## src/prmq_pkg.sv

```systemverilog
// package: shared constants, types and the log table for the mapping quality block
package prmq_pkg;

	localparam int LOG_TABLE_DEPTH = 256;
	localparam int LOG_IDX_W = $clog2(LOG_TABLE_DEPTH);
	localparam int LOG_VAL_W = 5;
	localparam int LOG_STEP_COUNT = 30;
	localparam int COUNT_W = 16;
	localparam int QUAL_W = 6;

	// smallest index whose rounded 4.343*ln(i) reaches k+1
	localparam logic [9:0] LOG_STEPS [LOG_STEP_COUNT] = '{
		10'd2, 10'd2, 10'd2, 10'd3, 10'd3, 10'd4, 10'd5, 10'd6, 10'd8, 10'd9,
		10'd12, 10'd15, 10'd18, 10'd23, 10'd29, 10'd36, 10'd45, 10'd57, 10'd71, 10'd90,
		10'd113, 10'd142, 10'd178, 10'd224, 10'd282, 10'd355, 10'd447, 10'd563, 10'd708,
		10'd892
	};

	localparam logic [QUAL_W-1:0] Q_UNIQUE      = 6'd37;
	localparam logic [QUAL_W-1:0] Q_BASE        = 6'd23;
	localparam logic [QUAL_W-1:0] Q_MAX         = 6'd60;
	localparam logic [QUAL_W-1:0] Q_PAIR_UNIQUE = 6'd29;
	localparam logic [QUAL_W-1:0] Q_PAIR_CLEAR  = 6'd23;
	localparam logic [QUAL_W-1:0] Q_PAIR_BONUS  = 6'd7;
	localparam logic [QUAL_W-1:0] Q_PAIR_SAT    = 6'd63;

	typedef struct packed {
		logic                 multi_best;
		logic                 no_second;
		logic [LOG_IDX_W-1:0] second_idx;
	} mate_s1_t;

	function automatic logic [LOG_IDX_W-1:0] cap_index(input logic [COUNT_W-1:0] count);
		logic [LOG_IDX_W-1:0] r;
		if (32'(count) > 32'(LOG_TABLE_DEPTH - 1)) begin
			r = LOG_IDX_W'(LOG_TABLE_DEPTH - 1);
		end else begin
			r = count[LOG_IDX_W-1:0];
		end
		return r;
	endfunction

	// rom: rounded 4.343*ln(idx), zero at index zero
	function automatic logic [LOG_VAL_W-1:0] log_value(input logic [LOG_IDX_W-1:0] idx);
		logic [LOG_VAL_W-1:0] v;
		v = '0;
		for (int k = 0; k < LOG_STEP_COUNT; k++) begin
			if (32'(idx) >= 32'(LOG_STEPS[k])) begin
				v = LOG_VAL_W'(k + 1);
			end
		end
		return v;
	endfunction

endpackage

```

## src/prmq_single_qual.sv

```systemverilog
// single-end mapping quality of one mate from its registered hit flags
module prmq_single_qual (
	input  prmq_pkg::mate_s1_t            mate,
	output logic [prmq_pkg::QUAL_W-1:0]   qual
);
	import prmq_pkg::*;

	logic [LOG_VAL_W-1:0] lv;

	assign lv = log_value(mate.second_idx);

	always_comb begin
		if (mate.multi_best) begin
			qual = '0;
		end else if (mate.no_second) begin
			qual = Q_UNIQUE;
		end else if (QUAL_W'(lv) > Q_BASE) begin
			qual = '0;
		end else begin
			qual = Q_BASE - QUAL_W'(lv);
		end
	end

endmodule

```

## src/paired_read_mapping_quality.sv

```systemverilog
// top level: paired-end mapping quality, three register stages
// an accepted word passes through stage 1, stage 2 and the output register before done rises with its result
// throughput: one read pair per cycle, busy is always low
// the receiver cannot stall, so nothing ever holds the pipeline
// reset clears the stage valid bits and done; the log table is constant logic
module paired_read_mapping_quality (
	input  logic        clk,
	input  logic        arst_n,
	input  logic        start,
	output logic        busy,
	input  logic [15:0] best_hits_first,
	input  logic [15:0] second_hits_first,
	input  logic [15:0] best_hits_second,
	input  logic [15:0] second_hits_second,
	input  logic [9:0]  pair_best_score,
	input  logic [15:0] pair_best_count,
	input  logic [9:0]  pair_second_score,
	input  logic [15:0] pair_second_count,
	input  logic [9:0]  length_first,
	input  logic [9:0]  length_second,
	output logic        done,
	output logic [5:0]  quality_first,
	output logic [5:0]  quality_second
);
	import prmq_pkg::*;

	logic accept;

	// stage 1
	logic                 valid_s1;
	mate_s1_t             mate0_s1;
	mate_s1_t             mate1_s1;
	logic                 pair_one_s1;
	logic                 sub_zero_s1;
	logic [LOG_IDX_W-1:0] sub_idx_s1;
	logic signed [10:0]   diff_s1;
	logic [10:0]          len_sum_s1;

	// stage 2
	logic                 valid_s2;
	logic [QUAL_W-1:0]    q0_s2;
	logic [QUAL_W-1:0]    q1_s2;
	logic [QUAL_W-1:0]    pair_s2;

	logic [QUAL_W-1:0]    q0_c;
	logic [QUAL_W-1:0]    q1_c;
	logic [LOG_VAL_W-1:0] sub_log;
	logic [9:0]           half;
	logic signed [18:0]   hund;
	logic [11:0]          thr;
	logic signed [13:0]   five;
	logic signed [13:0]   raw;
	logic [QUAL_W-1:0]    pair_c;

	// stage 3
	logic [6:0]           sum;
	logic [6:0]           pp7;
	logic [QUAL_W-1:0]    q0_n;
	logic [QUAL_W-1:0]    q1_n;

	assign busy   = 1'b0;
	assign accept = start && !busy;

	always_ff @(posedge clk or negedge arst_n) begin
		if (!arst_n) begin
			valid_s1 <= 1'b0;
			valid_s2 <= 1'b0;
			done     <= 1'b0;
		end else begin
			valid_s1 <= accept;
			valid_s2 <= valid_s1;
			done     <= valid_s2;
		end
	end

	always_ff @(posedge clk) begin
		if (accept) begin
			mate0_s1.multi_best <= best_hits_first > 16'd1;
			mate0_s1.no_second  <= second_hits_first == '0;
			mate0_s1.second_idx <= cap_index(second_hits_first);
			mate1_s1.multi_best <= best_hits_second > 16'd1;
			mate1_s1.no_second  <= second_hits_second == '0;
			mate1_s1.second_idx <= cap_index(second_hits_second);
			pair_one_s1         <= pair_best_count == 16'd1;
			sub_zero_s1         <= pair_second_count == '0;
			sub_idx_s1          <= cap_index(pair_second_count);
			diff_s1             <= $signed({1'b0, pair_best_score})
			                     - $signed({1'b0, pair_second_score});
			len_sum_s1          <= 11'(length_first) + 11'(length_second);
		end
	end

	prmq_single_qual u_qual0 (
		.mate (mate0_s1),
		.qual (q0_c)
	);

	prmq_single_qual u_qual1 (
		.mate (mate1_s1),
		.qual (q1_c)
	);

	assign sub_log = log_value(sub_idx_s1);
	assign half    = len_sum_s1[10:1];
	assign hund    = 19'(diff_s1) * 19'sd100;
	assign thr     = 12'(half) * 12'd3;
	assign five    = 14'(diff_s1) * 14'sd5;
	assign raw     = five - $signed({9'b0, sub_log});

	always_comb begin
		if (!pair_one_s1) begin
			pair_c = '0;
		end else if (sub_zero_s1) begin
			pair_c = Q_PAIR_UNIQUE;
		end else if (hund > $signed({7'b0, thr})) begin
			pair_c = Q_PAIR_CLEAR;
		end else if (raw < 14'sd0) begin
			pair_c = '0;
		end else if (raw > $signed({8'b0, Q_PAIR_SAT})) begin
			pair_c = Q_PAIR_SAT;
		end else begin
			pair_c = raw[QUAL_W-1:0];
		end
	end

	always_ff @(posedge clk) begin
		if (valid_s1) begin
			q0_s2   <= q0_c;
			q1_s2   <= q1_c;
			pair_s2 <= pair_c;
		end
	end

	assign sum = 7'(q0_s2) + 7'(q1_s2);
	assign pp7 = 7'(pair_s2) + 7'(Q_PAIR_BONUS);

	always_comb begin
		if (q0_s2 != '0 && q1_s2 != '0) begin
			q0_n = (sum > 7'(Q_MAX)) ? Q_MAX : sum[QUAL_W-1:0];
			q1_n = q0_n;
		end else begin
			if (q0_s2 == '0) begin
				q0_n = (pp7 < 7'(q1_s2)) ? pp7[QUAL_W-1:0] : q1_s2;
			end else begin
				q0_n = q0_s2;
			end
			if (q1_s2 == '0) begin
				q1_n = (pp7 < 7'(q0_n)) ? pp7[QUAL_W-1:0] : q0_n;
			end else begin
				q1_n = q1_s2;
			end
		end
	end

	always_ff @(posedge clk) begin
		if (valid_s2) begin
			quality_first  <= q0_n;
			quality_second <= q1_n;
		end
	end

`ifndef NO_ASSERTIONS
	a_latency: assert property (@(posedge clk) disable iff (!arst_n)
		start |-> ##3 done)
		else $error("accepted word did not produce a result after three cycles");

	a_no_spurious: assert property (@(posedge clk) disable iff (!arst_n)
		done |-> $past(start, 3))
		else $error("result without an accepted word");

	a_range: assert property (@(posedge clk) disable iff (!arst_n)
		done |-> (quality_first <= Q_MAX && quality_second <= Q_MAX))
		else $error("quality above cap");

	a_zero_pair: assert property (@(posedge clk) disable iff (!arst_n)
		(done && (quality_first == '0 || quality_second == '0))
			|-> (quality_first == '0 && quality_second == '0))
		else $error("only one mate has zero quality");
`endif

endmodule
```

## config.mk

```make
export PLATFORM = sky130hd
export DESIGN_NAME = paired_read_mapping_quality
export DESIGN_NICKNAME = d
export VERILOG_FILES = /design/src/prmq_pkg.sv /design/src/prmq_single_qual.sv /design/src/paired_read_mapping_quality.sv
export SDC_FILE = /design/constraint.sdc
export NUM_CORES = 1
export LEC_CHECK = 0
export BUFFER_PORTS_ARGS = -buffer_cell sky130_fd_sc_hd__buf_2
export CAP_MARGIN = 20
export CORE_MARGIN = 2
export CORE_UTILIZATION = 45
export DETAILED_ROUTE_END_ITERATION = 8
export PLACE_DENSITY = 0.66
export SYNTH_ARGS = -nofsm -noshare
export SYNTH_HDL_FRONTEND = slang
export SYNTH_SLANG_ARGS = --single-unit
```

## constraint.sdc

```tcl
create_clock -name clk -period 6.89 [get_ports clk]
set_input_delay 0.689 -clock clk [delete_from_list [all_inputs] [get_ports clk]]
set_output_delay 0.689 -clock clk [all_outputs]
set_load 0.01 [all_outputs]
```

==> metrics <==
power per cell area=between 200 and 300 nW/um2; hold buffers post-CTS=0; CTS resizes=0; Net Sw Power=1.17 mW; largest net degree at the start of global routing=53; WP data required=about 7000 ps; IR Drop Worst-Case VDD=around 0.16 mV; num rows=50; R2R Path End=pair_s2[2]$_SDFFCE_PN0P_; Synth area leader=edfxtp_1; chip width=143 um; ant diodes=0; DP Worst Slack=approximately 1500 ps; initial drt markers=approximately 440; Worst-Margin Slew=923 ps; share of the synthesized area in the top cell type=between 20% and 30%; Clock Tree Buf Depth=2; sequential area share after synthesis=~29%; M1 GR Usage=approximately a quarter; M2 GR Usage=28.2%; final net count=between 1000 and 1500; full die area=between 20000 and 25000 um2; final wirelength=17.2 mm; number of buffers created by CTS=9; commonest cells after routing, fill and taps aside=buf_2 (149), inv_1 (126), ha_1 (124); clock slew at reported path FFs=~60 ps; Final Hold Fails=0; crit path launch type=flop; DR DRC count=0; relative slew slack=37.9%; Hold Path Class=input port to async pin; clk_lat worst skew=around 350 ps; CTS tree=yes; final HPWL from detailed placement=roughly 14 mm; I/O pins=between 150 and 200; clk_skew=approximately 6.4 ps; Sw Share=41.2%; Final GP Congestion=between 0.8 and 0.9; worst r2r src=sub_idx_s1[5]$_SDFFCE_PN1P_; total chip power=2.83 mW; setup repair after global routing missed its margin=false; Main synth FF type=edfxtp_1; Final Cycle Share=between 70 and 80%; Synth cell types=67; Post-synth EDFFs=81; Synth Area per Inst=about 8.9 um2; Area Overhead vs Synth=14.6%; antenna-violating nets left=0; Setup crit end=pair_s2[2]$_SDFFCE_PN0P_; post-synthesis cell count=between 900 and 1000; vias per cell=approximately 5.3; CP max stage cell=nor4_1; FF-to-FF path depth=19; Leak=4.60 nW; WL/cell=12.5 um; mapped cell area=about 8700 um2; commonest non-fill, non-tap cell in the layout=buf_2; endpoint class of the critical path=flop; Syn Nets=around 1300; postcts setup bufs=0; Synth warnings=0; Reg power frac=around 25%; buffer type at the clock tree root=clkbuf_16; Sink Count=between 80 and 90; crit path launch=sub_idx_s1[5]$_SDFFCE_PN1P_; Final Non-Filler Cells=1375; Initial DRT Pass Iterations=5; share of power burned in the clock network=16.6%; f_max=between 0.15 and 0.2 GHz; Critical Path Max Stage Delay=approximately 800 ps; Die Y=approximately 140 um; critical path type=flop to flop; Overall Global Routing Usage=between 10% and 20%; via count=roughly 7200; first-pass GRT wire length=between 20 and 30 mm; post-synthesis async set-or-reset flop share=roughly 3.6%; # port buffers=about 150; met3 usage=between 2 and 3%; synth top area cells=edfxtp_1 (28%), ha_1 (18%), inv_1 (5.4%); CP arrival=around 5600 ps; Slew Viols, Final=0; core area=~19000 um2; CP max FO=12; fin crit period=~5500 ps; Max-Cap Viols=0; DP Area=around 9700 um2; Yosys reg bits=84; Initial Util=~46%; final setup TNS=0 ps; Final WS setup=between 1000 and 1500 ps; vias in the first global route=roughly 6500; status=finished clean; crit path cell chain=or3_1 > a221o_1 > a21oi_1 > a311o_1 > a21oi_1 > o31ai_1 > ha_1 > ha_1 > ha_1 > inv_1 > fa_1 > nand2b_1 > a21o_1 > a211oi_1 > nor2_1 > xnor2_1 > nor4_1 > a21oi_1 > o21a_1; Post-Layout Inst Area=10000 um2; # fillers=roughly 1800; global route hottest layer=met2; dpl cells=about 1400; antenna violations before repair=0; Reg2Reg Setup Slack=about 1400 ps; grt ovf=0; Comb pwr share=between 50% and 60%; final setup fails=0; layout cell share with drive strength beyond 1=around 18%; Max H-tree Level=3; Int Pwr=roughly 1.7 mW
-- final cells by class --
cell class	instances	area (um2)	share of cell area, %
Clock inverter	4	51.3	0.513
Sequential cell	84	2510	25.1
Multi-Input combinational cell	740	5650	56.4
Inverter	126	473	4.73
Tap cell	260	325	3.25
Timing Repair Buffer	150	766	7.66
Clock buffer	11	233	2.33
-- stage by stage --
step                util [%]  hold WS (ps)
finish                  52.9           122
global route            52.9           115
CTS                     52.8           110
detailed placement      51.3           489
global placement        51.3           488
floorplan                  -           393
-- critical path, delay by kind of cell (launching register included) --
family                     cells  cell delay, ps
AOI/OAI and AO/OA              9            1800
xor gates and xnor gates       1             130
adders and majority gates      4            1130
buffers and inverters          1              60
DFF                            1             540
and+or+nand+nor                4            1570
-- worst min-delay path by stage --
stage	start	to	slack, ps	cells past startpoint
after CTS	arst_n	done$_DFF_PN0_	110	1
final	arst_n	done$_DFF_PN0_	120	1
after detailed placement	arst_n	done$_DFF_PN0_	490	1
after global routing	arst_n	valid_s2$_DFF_PN0_	110	1
after global placement	arst_n	done$_DFF_PN0_	490	1
after floorplan	arst_n	done$_DFF_PN0_	390	0
-- state kept, by name, summed over array words and instances, names as in the netlist --
register,cells
diff_s1,11
done,1
len_sum_s1,10
mate0_s1,10
mate1_s1,10
pair_one_s1,1
pair_s2,6
q0_s2,6
q1_s2,6
quality_first,6
quality_second,6
sub_idx_s1,8
sub_zero_s1,1
valid_s1,1
valid_s2,1
-- synth_stat cells, types with 11 or more instances --
cell type / count
o21ai_0: 51
nor2_1: 67
clkbuf_1: 24
nand2b_1: 14
o21a_1: 11
nor2b_1: 17
nand2_1: 49
nand3_1: 20
nor4_1: 23
xor2_1: 13
a21oi_1: 69
ha_1: 124
or2_2: 28
inv_1: 126
a21o_1: 21
nor3_1: 26
xnor2_1: 29
fa_1: 23
edfxtp_1: 81
-- logic make-up (layout without fill, tap and decap cells) --
| logic type | count (synthesis) | in the layout | synth area share [%] |
|---|---|---|---|
| compound gates | 244 | 244 | 18.1 |
| flops | 84 | 84 | 28.7 |
| mux | 16 | 16 | 1.94 |
| other cells | 1 | 1 | 0.0430 |
| buf+inv | 151 | 291 | 6.54 |
| fa+ha+maj | 147 | 147 | 23.1 |
| xor+xnor | 42 | 42 | 4.22 |
| simple gates | 290 | 290 | 17.4 |
-- power groups by stage --
stage / clock network [mW] / logic [mW] / registers [mW]
6_report: 0.471 / 1.66 / 0.702
3_3_place_gp: 0 / 1.62 / 0.712
2_1_floorplan: 0 / 1.31 / 0.686
4_1_cts: 0.486 / 1.66 / 0.703
5_1_grt: 0.503 / 1.91 / 0.712
3_5_place_dp: 0 / 1.64 / 0.713
-- layer usage --
layer | part of all wire (%) | routed length, um
met5 | 0 | 0
met1 | 49 | 8510
met4 | 1.2 | 204
met3 | 4.5 | 770
met2 | 45 | 7760
Power figures use the tool's default switching activity.
